==> src/sv/sddm_pkg.sv <==
// shared types and constants of the serial differential drive mixer
package sddm_pkg;

    localparam int unsigned BYTE_W   = 8;
    localparam int unsigned MIX_W    = 14;
    localparam int unsigned WIDE_W   = 16;
    localparam int unsigned DRIVE_W  = 11;
    localparam int unsigned DBAND_W  = 13;
    localparam int unsigned BOOST_W  = 10;
    localparam int unsigned LIMIT_W  = 10;
    localparam int unsigned CFG_IDX_W = 2;
    localparam int unsigned CFG_DATA_W = 13;

    typedef logic [BYTE_W-1:0]         t_byte;
    typedef logic signed [MIX_W-1:0]   t_mix;
    typedef logic signed [WIDE_W-1:0]  t_wide;
    typedef logic signed [DRIVE_W-1:0] t_drive;

    // command bytes
    localparam t_byte CMD_START = 8'h73;
    localparam t_byte CMD_FRAME = 8'h63;

    // configuration register indexes
    localparam logic [CFG_IDX_W-1:0] REG_DEADBAND    = 2'd0;
    localparam logic [CFG_IDX_W-1:0] REG_BOOST       = 2'd1;
    localparam logic [CFG_IDX_W-1:0] REG_SPEED_LIMIT = 2'd2;

    // configuration reset values
    localparam logic [DBAND_W-1:0] DEADBAND_RST    = 13'd100;
    localparam logic [BOOST_W-1:0] BOOST_RST       = 10'd300;
    localparam logic [LIMIT_W-1:0] SPEED_LIMIT_RST = 10'd1023;

endpackage

==> src/sv/serial_differential_drive_mixer.sv <==
// top level of the serial differential drive mixer
//
// usage:
// - input channel: one received serial byte per item on i_rx_byte, taken at an
//   edge with i_in_valid high and o_in_stall low
// - output channel: exactly one result item per input item, offered on
//   o_out_valid and taken at an edge with i_out_stall low
// - the byte stream is a start byte, then commands; a frame command opens three
//   signed bytes (unused, steering, throttle); any other command halts the motors
// - the throttle byte yields left and right drive with o_update set; right drive
//   comes out negated; drives read zero on every other item
// - path: an accepted item goes through the input register, then the result
//   register, which drives the outputs
// - throughput: one item per cycle while the receiver does not stall; the work
//   between the registers is the mix sum, the deadband compare, boost and clamp
// - receiver stall: the result register holds, an empty input register still
//   takes one more item, then o_in_stall rises until the result is taken
// - configuration: registers deadband, boost, speed_limit, always-ready port;
//   the user must write them only while no item is in flight; not enforced here
// - reset (synchronous, active low): pipeline empty, phase back to waiting for
//   the start byte, registers at 100, 300 and 1023
module serial_differential_drive_mixer
    import sddm_pkg::*;
(
    input  logic                  i_clk,
    input  logic                  i_rst_n,
    // byte input channel
    input  logic                  i_in_valid,
    output logic                  o_in_stall,
    input  logic [BYTE_W-1:0]     i_rx_byte,
    // result channel
    output logic                  o_out_valid,
    input  logic                  i_out_stall,
    output logic [DRIVE_W-1:0]    o_left_drive,
    output logic [DRIVE_W-1:0]    o_right_drive,
    output logic                  o_update,
    output logic                  o_halt,
    output logic                  o_send_ready,
    // configuration write port
    input  logic                  i_cfg_valid,
    output logic                  o_cfg_ready,
    input  logic [CFG_IDX_W-1:0]  i_cfg_index,
    input  logic [CFG_DATA_W-1:0] i_cfg_wdata
);

    // phase codes
    localparam logic [2:0] PH_WAIT_START = 3'd0;
    localparam logic [2:0] PH_WAIT_CMD   = 3'd1;
    localparam logic [2:0] PH_UNUSED     = 3'd2;
    localparam logic [2:0] PH_STEER      = 3'd3;
    localparam logic [2:0] PH_THROTTLE   = 3'd4;

    // configuration registers
    logic [DBAND_W-1:0] r_deadband;
    logic [BOOST_W-1:0] r_boost;
    logic [LIMIT_W-1:0] r_speed_limit;

    // input register
    logic  r_in_valid;
    t_byte r_in_byte;

    // parser state
    logic [2:0] r_phase;
    logic [2:0] n_phase;
    t_byte      r_steer_byte;
    t_byte      n_steer_byte;

    // result register
    logic   r_out_valid;
    t_drive r_left;
    t_drive r_right;
    logic   r_update;
    logic   r_halt;
    logic   r_send_ready;

    // next result values
    t_drive n_left;
    t_drive n_right;
    logic   n_update;
    logic   n_halt;
    logic   n_send_ready;

    // handshake
    logic w_out_free;
    logic w_in_acc;
    logic w_fire;

    // mixing
    t_mix   w_steer;
    t_mix   w_throttle;
    t_mix   w_left_mix;
    t_mix   w_right_mix;
    t_drive w_left_shape;
    t_drive w_right_shape;

    assign o_cfg_ready = 1'b1;

    always_ff @(posedge i_clk) begin
        if (!i_rst_n) begin
            r_deadband    <= DEADBAND_RST;
            r_boost       <= BOOST_RST;
            r_speed_limit <= SPEED_LIMIT_RST;
        end else if (i_cfg_valid) begin
            unique case (i_cfg_index)
                REG_DEADBAND:    r_deadband    <= i_cfg_wdata[DBAND_W-1:0];
                REG_BOOST:       r_boost       <= i_cfg_wdata[BOOST_W-1:0];
                REG_SPEED_LIMIT: r_speed_limit <= i_cfg_wdata[LIMIT_W-1:0];
                default: ;  // index beyond the register list is dropped
            endcase
        end
    end

    // result register frees when empty or being taken
    assign w_out_free = !r_out_valid || !i_out_stall;
    assign o_in_stall = r_in_valid && !w_out_free;
    assign w_in_acc   = i_in_valid && !o_in_stall;
    assign w_fire     = r_in_valid && w_out_free;

    always_ff @(posedge i_clk) begin
        if (!i_rst_n) begin
            r_in_valid <= 1'b0;
        end else if (w_in_acc) begin
            r_in_valid <= 1'b1;
        end else if (w_fire) begin
            r_in_valid <= 1'b0;
        end
    end

    always_ff @(posedge i_clk) begin
        if (w_in_acc) begin
            r_in_byte <= i_rx_byte;
        end
    end

    // mix throttle and latched steering, times sixteen
    assign w_steer     = {{(MIX_W-BYTE_W){r_steer_byte[BYTE_W-1]}}, r_steer_byte};
    assign w_throttle  = {{(MIX_W-BYTE_W){r_in_byte[BYTE_W-1]}}, r_in_byte};
    assign w_left_mix  = (w_throttle + w_steer) <<< 4;
    assign w_right_mix = (w_throttle - w_steer) <<< 4;

    sddm_shape u_shape_left (
        .i_mix      (w_left_mix),
        .i_deadband (r_deadband),
        .i_boost    (r_boost),
        .i_limit    (r_speed_limit),
        .o_drive    (w_left_shape)
    );

    sddm_shape u_shape_right (
        .i_mix      (w_right_mix),
        .i_deadband (r_deadband),
        .i_boost    (r_boost),
        .i_limit    (r_speed_limit),
        .o_drive    (w_right_shape)
    );

    // byte parser, one step per item leaving the input register
    always_comb begin
        n_phase      = r_phase;
        n_steer_byte = r_steer_byte;
        n_left       = '0;
        n_right      = '0;
        n_update     = 1'b0;
        n_halt       = 1'b0;
        n_send_ready = 1'b0;
        unique case (r_phase)
            PH_WAIT_CMD: begin
                if (r_in_byte == CMD_FRAME) begin
                    n_phase = PH_UNUSED;
                end else begin
                    // stop command: motors off, prompt again
                    n_halt       = 1'b1;
                    n_send_ready = 1'b1;
                end
            end
            PH_UNUSED: begin
                n_phase = PH_STEER;
            end
            PH_STEER: begin
                n_steer_byte = r_in_byte;
                n_phase      = PH_THROTTLE;
            end
            PH_THROTTLE: begin
                n_left       = w_left_shape;
                n_right      = -w_right_shape;
                n_update     = 1'b1;
                n_send_ready = 1'b1;
                n_phase      = PH_WAIT_CMD;
            end
            default: begin
                // waiting for start; unreachable codes fall here too
                if (r_in_byte == CMD_START) begin
                    n_send_ready = 1'b1;
                    n_phase      = PH_WAIT_CMD;
                end else begin
                    n_phase = PH_WAIT_START;
                end
            end
        endcase
    end

    always_ff @(posedge i_clk) begin
        if (!i_rst_n) begin
            r_phase      <= PH_WAIT_START;
            r_steer_byte <= '0;
        end else if (w_fire) begin
            r_phase      <= n_phase;
            r_steer_byte <= n_steer_byte;
        end
    end

    always_ff @(posedge i_clk) begin
        if (!i_rst_n) begin
            r_out_valid <= 1'b0;
        end else if (w_fire) begin
            r_out_valid <= 1'b1;
        end else if (w_out_free) begin
            r_out_valid <= 1'b0;
        end
    end

    always_ff @(posedge i_clk) begin
        if (w_fire) begin
            r_left       <= n_left;
            r_right      <= n_right;
            r_update     <= n_update;
            r_halt       <= n_halt;
            r_send_ready <= n_send_ready;
        end
    end

    assign o_out_valid   = r_out_valid;
    assign o_left_drive  = r_left;
    assign o_right_drive = r_right;
    assign o_update      = r_update;
    assign o_halt        = r_halt;
    assign o_send_ready  = r_send_ready;

`ifndef SYNTHESIS
    // a frame result and a stop result never coincide
    a_upd_halt_excl: assert property (@(posedge i_clk) disable iff (!i_rst_n)
        o_out_valid |-> !(o_update && o_halt))
        else $error("update and halt both set");

    // drives read zero outside a frame result
    a_drive_zero: assert property (@(posedge i_clk) disable iff (!i_rst_n)
        (o_out_valid && !o_update) |-> (o_left_drive == '0 && o_right_drive == '0))
        else $error("nonzero drive without update");

    // every completed frame prompts for the next command
    a_upd_prompt: assert property (@(posedge i_clk) disable iff (!i_rst_n)
        (o_out_valid && o_update) |-> o_send_ready)
        else $error("frame result without ready prompt");

    // parser never leaves the defined phases
    a_phase_range: assert property (@(posedge i_clk) disable iff (!i_rst_n)
        r_phase <= PH_THROTTLE)
        else $error("parser phase out of range");

    // a held result and a full input register push back on the sender
    a_backpressure: assert property (@(posedge i_clk) disable iff (!i_rst_n)
        (r_out_valid && i_out_stall && r_in_valid) |=> (r_in_valid && $stable(r_in_byte)))
        else $error("input register lost an item under stall");
`endif

endmodule

==> src/sv/sddm_shape.sv <==
// deadband, boost and saturation of one mixed drive value
module sddm_shape
    import sddm_pkg::*;
(
    input  t_mix               i_mix,
    input  logic [DBAND_W-1:0] i_deadband,
    input  logic [BOOST_W-1:0] i_boost,
    input  logic [LIMIT_W-1:0] i_limit,
    output t_drive             o_drive
);

    t_wide w_m;
    t_wide w_db;
    t_wide w_b;
    t_wide w_lim;
    t_wide w_up;
    t_wide w_dn;
    t_wide w_dead;
    t_wide w_sat;
    logic  w_inside;

    assign w_m   = {{(WIDE_W-MIX_W){i_mix[MIX_W-1]}}, i_mix};
    assign w_db  = {{(WIDE_W-DBAND_W){1'b0}}, i_deadband};
    assign w_b   = {{(WIDE_W-BOOST_W){1'b0}}, i_boost};
    assign w_lim = {{(WIDE_W-LIMIT_W){1'b0}}, i_limit};

    // zero deadband: a zero value gets pushed up, never back down
    assign w_inside = (w_m < w_db) && (w_m > -w_db);
    assign w_up     = (w_m >= w_db) ? (w_m + w_b) : w_m;
    assign w_dn     = (w_up <= -w_db) ? (w_up - w_b) : w_up;
    assign w_dead   = w_inside ? '0 : w_dn;

    always_comb begin
        w_sat = w_dead;
        if (w_dead > w_lim) begin
            w_sat = w_lim;
        end
        if (w_dead < -w_lim) begin
            w_sat = -w_lim;
        end
    end

    assign o_drive = w_sat[DRIVE_W-1:0];

endmodule

==> config.mk <==
export PLATFORM = sky130hd
export DESIGN_NAME = serial_differential_drive_mixer
export DESIGN_NICKNAME = d
export VERILOG_FILES = /design/src/sv/sddm_pkg.sv /design/src/sv/serial_differential_drive_mixer.sv /design/src/sv/sddm_shape.sv
export SDC_FILE = /design/constraint.sdc
export NUM_CORES = 1
export LEC_CHECK = 0
export BUFFER_PORTS_ARGS = -buffer_cell sky130_fd_sc_hd__buf_2
export CORE_ASPECT_RATIO = 0.8
export CORE_MARGIN = 1
export CORE_UTILIZATION = 41
export DETAILED_ROUTE_END_ITERATION = 12
export GPL_TIMING_DRIVEN = 0
export MAX_ROUTING_LAYER = met4
export PLACE_DENSITY_LB_ADDON = 0.2
export SYNTH_ARGS = -nofsm -noshare
export SYNTH_HDL_FRONTEND = slang
export SYNTH_SLANG_ARGS = --single-unit
==> constraint.sdc <==
create_clock -name i_clk -period 13.75 [get_ports i_clk]
set_clock_uncertainty 0.15 [all_clocks]
set_input_delay 4.125 -clock i_clk [delete_from_list [all_inputs] [get_ports i_clk]]
set_output_delay 4.125 -clock i_clk [all_outputs]
set_load 0.02 [all_outputs]
==> impl_metrics.toml, run 1 <==
[yosys]
synth-simple-area-share = 0.2169
synthTopCellsByCount = "ha_1, nand2_1, nor2_1, inv_1, a21oi_1"
yosysSeqAreaShare = 0.1947
synth.largest_area_cell = "ha_1"
synthXorXnorAreaFrac = 0.05237
synthTopCellsByArea = "ha_1, edfxtp_1, dfxtp_1, nand2_1, a21oi_1"
synthAdderAreaFrac = 0.2209
synth_compound_area_frac = 0.2268
synth_top_family_by_area = "compound AO/OA/AOI/OAI gates"
syn_area_per_cell_um2 = 8.135
yosys_most_used_dff = "dfxtp_1"
synthDistinctLibCells = 89
synth.area.mux_share = 0.03606
syn_area_mm2 = 0.009819
synthArstFlopShare = 0
synth.ff_latch_count = 79
yosysWarnings = 0
synthCells = 1207
yosysMostFrequentCell = "ha_1"
yosys.area.top_type_share = 0.2128
synth_edf_count = 33
syn_nets = 1406

[global_route]
grt.met1_usage = 0.4083
met2_usage = 0.3569
grt_use_total = 0.2681
grt_pass1_wl_um = 48800
grt_pass1_vias = 8482
grt_max_degree = 28
use_met3 = 0.05456
overflow = 0
antenna_found_initial = 0
grt_busiest_layer = "met1"

[clocking]
clkTransAtPathRegs_ns = 0.07
cts_buffers = 9
clockBufferDepth = 2
cts_resized = 0
cts_tree = "built"
hold_buffers = 0
clock_latency_ns = 0.36
cts.sinks = 79
ctsHtreeMaxLevel = 3
post-cts-setup-buffer-count = 0
root_buffer = "clkbuf_16"

[setup_path]
path_max_fanout = 10
cp_num_buf_inv = 5
cp_common_cell = "ha_1"
r2r-start = "r_in_byte[2]"
cp-startpoint = "r_in_byte[2]"
critPathRequiredTime_ns = 13.69
max_stage_delay_ns = 0.73
crit_family = "compound AO/OA/AOI/OAI gates"
critPathKind = "flop to flop"
crit_path_end_kind = "flop"
crit_arrival_ns = 12.02
start_kind = "flop"
crit_path_top_delay_cell = "xnor2_1"

[floorplanning]
die_x_um = 175.0
core_mm2 = 0.02346
die_h_um = 140.4
row_count = 50
num_io_pins = 56
die_area_mm2 = 0.02458
floorplan.initialDensity = 0.4186

[sta]
grt_setup_unrepaired = "false"
setup_viol = 0
period_share = 0.8788
fmax_mhz = 82.76
hold_viol_final = 0
worst_pin_slew_ns = 1.515
finalCriticalPeriod_ns = 12.08
fin_setup_tns_ns = 0
drv_slew = 5
max_slew_margin = -0.01924

[pwr]
cellLeakagePower_uw = 0.004878
ir_drop_uv = 57.46
p_per_area_mw_per_mm2 = 88.77

[drt]
ant_nets = 0
wl_um = 31700
dr.pass1.iters = 5
num_vias = 9272
drc = 0
via_per_inst = 5.835
drt_iter0_drc = 792
wire_per_inst_um = 19.95

[cells_and_area]
diodes = 0
final_area_mm2 = 0.01080
post_layout_nonfiller_instances = 1589
fin_nets = 1471
final_util = 0.4604
drive_above_1_share = 0.08301
syn2layout_area_growth_pct = 10.00

[min_path]
hold_path_class = "flop to flop"
worstHoldStart = "r_deadband[7]"

[place]
place_hpwl_um = 26090
dp_cells = 1572
finalWeightedCongestion = 1.002
placed_area_mm2 = 0.01048
port_buffers = 53

[status]
violations = "max-capacitance violations, max-slew violations"
outcome = "finished, violations left"

[flow_run]
cap_violations = 1
worst min-delay path: stages (launching register included):
cell and delay [ns]:
dfxtp_1 0.31, nand2_1 0.05, a21boi_0 0.06
layout make-up:
class,count,area [um2]
Fill cell,2378,12660
Multi-Input combinational cell,1000,7398
Sequential cell,79,1912
Tap cell,312,390.4
Inverter,85,319.1
Timing Repair Buffer,54,270.3
Clock buffer,10,229.0
Buffer,43,190.2
Clock inverter,6,92.59
worst paths after layout:
kind | endpoint | slack (ns) | cells past startpoint
hold / removal | r_deadband[7] | 0.32 | 2
setup reg to reg | o_right_drive[10] | 1.67 | 37
setup / recovery | o_right_drive[10] | 1.67 | 37
hold reg to reg | r_deadband[7] | 0.32 | 2
cell families after synthesis:
| family | count (synthesis) |
|---|---|
| buf+inv | 128 |
| simple gates | 417 |
| flops | 79 |
| other cells | 1 |
| xor+xnor | 57 |
| fa+ha+maj | 171 |
| compound gates | 320 |
| mux | 34 |
through the flow:
step                      worst slack [ns]  power (uW)  hold slack (ns)
final                                1.666       958.9           0.3171
after detailed placement             1.961       683.4           0.3136
after CTS                            1.905       956.8           0.3234
after floorplan                      4.237       572.9           0.2935
after global routing                0.9496        1017           0.3408
after global placement               1.999       679.6           0.3101
report_power, final:
part           internal (uW)  switching, uW
Combinational            163            264
Clock                    161            109
Sequential               253           10.3
Total                    576            383
metal layers:
metal | wire length, um | part of all wire
met5 | 0 | 0
met3 | 3038 | 0.096
met2 | 12040 | 0.38
met4 | 312 | 0.0098
met1 | 16310 | 0.51
placed cells by master (no fill, tap or decap), types with 29 or more instances in the layout:
cell        n
ha_1      167
nand2_1   116
nor2_1     87
inv_1      82
a21oi_1    77
buf_2      56
dfxtp_1    46
nor3_1     41
xnor2_1    38
clkbuf_1   37
o21ai_0    36
a21o_1     33
edfxtp_1   33
nor2b_1    32
o21a_1     29
state kept, by name (all words and copies together), names as in the netlist:
signal	cells
r_phase	3
r_deadband	13
r_in_valid	1
r_in_byte	8
r_speed_limit	10
o_right_drive	11
o_left_drive	11
o_update	1
o_halt	1
r_boost	10
o_out_valid	1
o_send_ready	1
r_steer_byte	8
(Power assumes the default switching activity.)
==> run 2, diff against run 1 <==
ABC_AREA = 1   (was not set)
==> impl_metrics.toml, run 2 <==
[yosys]
synthDistinctLibCells = 55
syn_area_per_cell_um2 = 6.878
yosys_most_used_dff = "dfxtp_1"
syn_area_mm2 = 0.009759
synth.ff_latch_count = 79
yosysWarnings = 0
synthTopCellsByCount = "nand2_1, inv_1, ha_1, a21oi_1, nor2_1"
synth_edf_count = 33
yosysSeqAreaShare = 0.1959
yosysMostFrequentCell = "nand2_1"
synthArstFlopShare = 0
synthTopCellsByArea = "ha_1, nand2_1, edfxtp_1, dfxtp_1, inv_1"
synthCells = 1419
synth.largest_area_cell = "ha_1"
syn_nets = 1618
yosys.area.top_type_share = 0.2141

[cells_and_area]
largest_register_ff_count = 13
top_register = "r_deadband"
layout_commonest_cell = "nand2_1"
drive_above_1_share = 0.09738
diodes = 0
final_area_mm2 = 0.01075
syn2layout_area_growth_pct = 10.18
fin_nets = 1683
mostFrequentLayoutCells = "nand2_1, inv_1, ha_1"

[sta]
max_slew_margin = 0.4144
fin_setup_tns_ns = 0
fmax_mhz = 109.7
finalCriticalPeriod_ns = 9.112
period_share = 0.6627
setup_viol = 0
hold_viol_final = 0
worst_pin_slew_ns = 0.8717
drv_slew = 0
grt_setup_unrepaired = "false"
holdWs_ns = 0.3314

[setup_path]
start_kind = "flop"
path_max_fanout = 10
cp_num_buf_inv = 8
r2r_cells = 45
r2r-end = "o_left_drive[10]"
r2r-start = "r_in_byte[2]"
worst-r2r-setup-slack_ns = 4.64
crit_path_end_kind = "flop"
critPathRequiredTime_ns = 13.72
crit_end = "o_left_drive[10]"
crit_path_top_delay_cell = "o21ai_0"
cp_common_cell = "nand2_1"
crit_family = "compound AO/OA/AOI/OAI gates"
cp.depth = 45
cp-startpoint = "r_in_byte[2]"
crit_arrival_ns = 9.08
max_stage_delay_ns = 0.50
critPathKind = "flop to flop"

[floorplanning]
floorplan.initialDensity = 0.4171
die_area_mm2 = 0.02443
num_io_pins = 56
die_h_um = 140.0
die_x_um = 174.5
row_count = 50
core_mm2 = 0.02340

[clocking]
cts.sinks = 79
clock_latency_ns = 0.35
cts_tree = "built"
hold_buffers = 0
ctsHtreeMaxLevel = 3
cts_resized = 0
clockBufferDepth = 2
cts_buffers = 9
post-cts-setup-buffer-count = 0
clkTransAtPathRegs_ns = 0.07
root_buffer = "clkbuf_16"

[pwr]
power_frac_clock = 0.251
p_sw_frac = 0.4399
ir_drop_uv = 48.80
power.switching_uw = 467.6
p_seq_frac = 0.250
p_per_area_mw_per_mm2 = 98.86
p_int_uw = 595.4
power_frac_comb = 0.499
cellLeakagePower_uw = 0.005606
totalPowerFinal_uw = 1063

[min_path]
worstHoldStart = "r_steer_byte[5]"
hold_path_class = "flop to flop"

[drt]
wire_per_inst_um = 16.87
via_per_inst = 5.354
drt_iter0_drc = 897
num_vias = 9643
dr.pass1.iters = 10
ant_nets = 0
drc = 0
wl_um = 30380

[place]
placed_area_mm2 = 0.01043
finalWeightedCongestion = 0.9567
port_buffers = 53
place_hpwl_um = 25450

[global_route]
overflow = 0
antenna_found_initial = 0
grt_max_degree = 20
grt_pass1_wl_um = 47310
grt_use_total = 0.2574
grt_pass1_vias = 8744

[status]
outcome = "finished, final reports clean"

[flow_run]
cap_violations = 0
==> run 2: changes by cell type in the layout (fill, tap and decap cells not counted), sizes merged, moves of 41 or more <==
cell / change
a21oi: +41
inv: +133
o21ai: +43
nand3: +86
nand2: +206
==> run 2: final cells by class <==
| cell class | count | area (um2) |
|---|---|---|
| clock inverter | 6 | 91.34 |
| tap | 312 | 390.4 |
| timing repair buffer | 54 | 280.3 |
| multi-input combinational | 1089 | 6829 |
| inverter | 219 | 823.3 |
| buffer | 32 | 197.7 |
| clock buffer | 10 | 229.0 |
| sequential | 79 | 1912 |
| fill | 2424 | 12640 |
==> run 2: worst reg2reg max path, delay by kind of cell, from the launching register on <==
| kind | cells | cell delay [ns] |
|---|---|---|
| fa+ha+maj | 4 | 1.31 |
| compound gates | 15 | 3.12 |
| buf+inv | 8 | 1.48 |
| xor+xnor | 2 | 0.82 |
| simple gates | 16 | 1.59 |
| flops | 1 | 0.43 |
==> run 2: metrics by stage <==
stage / std cells / utilization / setup WS (ns)
finish: 1801 / 0.4596 / 4.638
global route: 1801 / 0.4596 / 3.915
CTS: 1801 / 0.4596 / 4.835
detailed placement: 1785 / 0.4459 / 4.861
global placement: 1784 / 0.4451 / 4.800
floorplan: 1419 / - / 4.958
==> run 2: power by group through the flow <==
stage	registers [uW]	clock network [uW]	logic, uW
floorplan	270	0	389
global placement	271	0	513
CTS	266	268	522
detailed placement	271	0	519
finish	266	266	530
global route	267	278	600
==> run 2: logic make-up after synthesis <==
logic type | share of synthesized area
AO/OA/AOI/OAI | 0.1583
XOR/XNOR | 0.04359
adder cells (fa/ha/maj) | 0.2223
buffers and inverters | 0.1046
flip-flops | 0.1959
other | 0.0003842
AND/OR/NAND/NOR | 0.2749
==> run 2: worst min path at each step <==
stage | cells after the start | end | slack [ns]
CTS | 2 | r_steer_byte[5] | 0.34
detailed placement | 2 | r_steer_byte[5] | 0.33
finish | 2 | r_steer_byte[5] | 0.33
floorplan | 2 | r_steer_byte[2] | 0.30
global placement | 2 | r_steer_byte[5] | 0.32
global route | 2 | r_steer_byte[4] | 0.36
==> run 2: layer usage <==
| layer | vias up | part of all wire | global-route usage |
|---|---|---|---|
| met4 | 0 | 0.011 | 0.04531 |
| met1 | 4374 | 0.50 | 0.3773 |
| met2 | 352 | 0.39 | 0.3584 |
| li1 | 4893 | - | - |
| met5 | - | 0 | - |
| met3 | 24 | 0.096 | 0.05782 |
==> run 3, diff against run 2 <==
clock period = 9.1 ns   (was 13.75 ns; I/O delays follow)
==> impl_metrics.toml, run 3 (same netlist as run 2, synthesis figures left out) <==
[setup_path]
r2r-start = "r_in_byte[2]"
path_max_fanout = 10
critPathKind = "flop to flop"
r2r_cells = 46
critPathRequiredTime_ns = 9.06
worst-r2r-setup-slack_ns = 0.59
crit_arrival_ns = 8.47
crit_path_top_delay_cell = "edfxtp_1"
cp_common_cell = "nand2_1"
r2r-end = "o_left_drive[5]"
start_kind = "flop"
crit_path_end_kind = "flop"
max_stage_delay_ns = 0.43

[global_route]
overflow = 0
grt_busiest_layer = "met1"
antenna_found_initial = 0
met2_usage = 0.3584
grt.met1_usage = 0.3773
grt_pass1_wl_um = 47310
use_met3 = 0.05782
grt_pass1_vias = 8744
grt_max_degree = 20
grt_use_total = 0.2574

[clocking]
cts_buffers = 9
clockBufferDepth = 2
cts.sinks = 79
clock_latency_ns = 0.35
ctsHtreeMaxLevel = 3
hold_buffers = 0
cts_tree = "built"
clkTransAtPathRegs_ns = 0.07
root_buffer = "clkbuf_16"

[drt]
ant_nets = 0
dr.pass1.iters = 6
drc = 0
wl_um = 30280
wire_per_inst_um = 16.80
via_per_inst = 5.330
num_vias = 9605
drt_iter0_drc = 928

[cells_and_area]
diodes = 0
drive_above_1_share = 0.1074
top_register = "r_deadband"
mostFrequentLayoutCells = "nand2_1, inv_1, ha_1"
largest_register_ff_count = 13
layout_commonest_cell = "nand2_1"
syn2layout_area_growth_pct = 10.85
fin_nets = 1684

[place]
place_hpwl_um = 25450
finalWeightedCongestion = 0.9567
port_buffers = 53
place_ws_ns = 0.2109

[min_path]
worstHoldStart = "r_steer_byte[5]"
hold_path_class = "flop to flop"
whs_path_depth = 2
whs_endpoint = "r_steer_byte[5]"

[pwr]
power_frac_clock = 0.249
ir_drop_uv = 73.54
cellLeakagePower_uw = 0.005627
p_per_area_mw_per_mm2 = 148.9
p_int_uw = 903.2
power_frac_comb = 0.501
p_sw_frac = 0.4394
power.switching_uw = 707.9
p_seq_frac = 0.250

[floorplanning]
num_io_pins = 56
die_x_um = 174.5
floorplan.initialDensity = 0.4171
core_mm2 = 0.02340
die_h_um = 140.0
die_area_mm2 = 0.02443
row_count = 50

[sta]
drv_slew = 0
fmax_mhz = 117.6
hold_viol_final = 0
setup_viol = 0
period_share = 0.9348
holdWs_ns = 0.3310
worst_pin_slew_ns = 0.8788
grt_setup_unrepaired = "false"
setup_ws_ns = 0.5931
max_slew_margin = 0.4096
finalCriticalPeriod_ns = 8.507
fin_setup_tns_ns = 0

[flow_run]
cap_violations = 0

[status]
outcome = "finished, final reports clean"
-- run 3: final cells by class --
type / instances / area (um2)
clock buffers: 10 / 229.0
fillers: 2419 / 12580
flip-flops and latches: 79 / 1912
multi-input cells: 1089 / 6883
repair buffers: 55 / 287.8
plain buffers: 32 / 201.4
clock inverters: 6 / 91.34
well taps: 312 / 390.4
inverters: 219 / 823.3
-- run 3: how the worst max path moves through the flow --
stage                                   to          from  slack [ns]  cells past startpoint
after global routing      o_right_drive[4]  r_in_byte[0]        0.01                     54
after CTS                  o_left_drive[4]  r_in_byte[2]        0.18                     45
final                      o_left_drive[5]  r_in_byte[2]        0.59                     46
after global placement     o_left_drive[3]  r_in_byte[2]        0.15                     45
after floorplan           o_right_drive[4]  r_in_byte[0]        2.09                     53
after detailed placement  o_right_drive[4]  r_in_byte[0]        0.21                     53
-- run 3: power groups by stage --
| stage | Clock (uW) | Combinational [uW] | Sequential [uW] |
|---|---|---|---|
| after floorplan | 0 | 588 | 408 |
| after global placement | 0 | 775 | 409 |
| after detailed placement | 0 | 785 | 409 |
| after CTS | 405 | 789 | 401 |
| after global routing | 420 | 914 | 403 |
| final | 401 | 808 | 402 |
-- run 3: routing by layer --
metal  up-vias  wire length, um
met5         -                0
met1      4379            15120
li1       4892                -
met2       315            12030
met4         0              306
met3        19             2821
-- run 3: what timing repair did --
action | in CTS | in global routing
endpoints found under the setup margin | 0 | 21
setup buffers | 0 | 1
resized for setup | 0 | 25
-- run 3: worst max-delay path, delay by kind of cell, from the launching register on --
family                     cells  cell delay [ns]
AOI/OAI and AO/OA             14             2.39
and+or+nand+nor               16             1.72
buffers and inverters          9             1.37
adders and majority gates      4             1.27
xor gates and xnor gates       3             0.93
DFF                            1             0.43
-- run 3: stage by stage --
| stage | total power [uW] | instances | utilization | instance area (um2) |
|---|---|---|---|---|
| after floorplan | 995.6 | 1419 | - | 9759 |
| after global placement | 1184 | 1784 | 0.4451 | 10420 |
| after detailed placement | 1194 | 1785 | 0.4459 | 10430 |
| after CTS | 1596 | 1801 | 0.4596 | 10750 |
| after global routing | 1738 | 1802 | 0.4624 | 10820 |
| final | 1611 | 1802 | 0.4624 | 10820 |
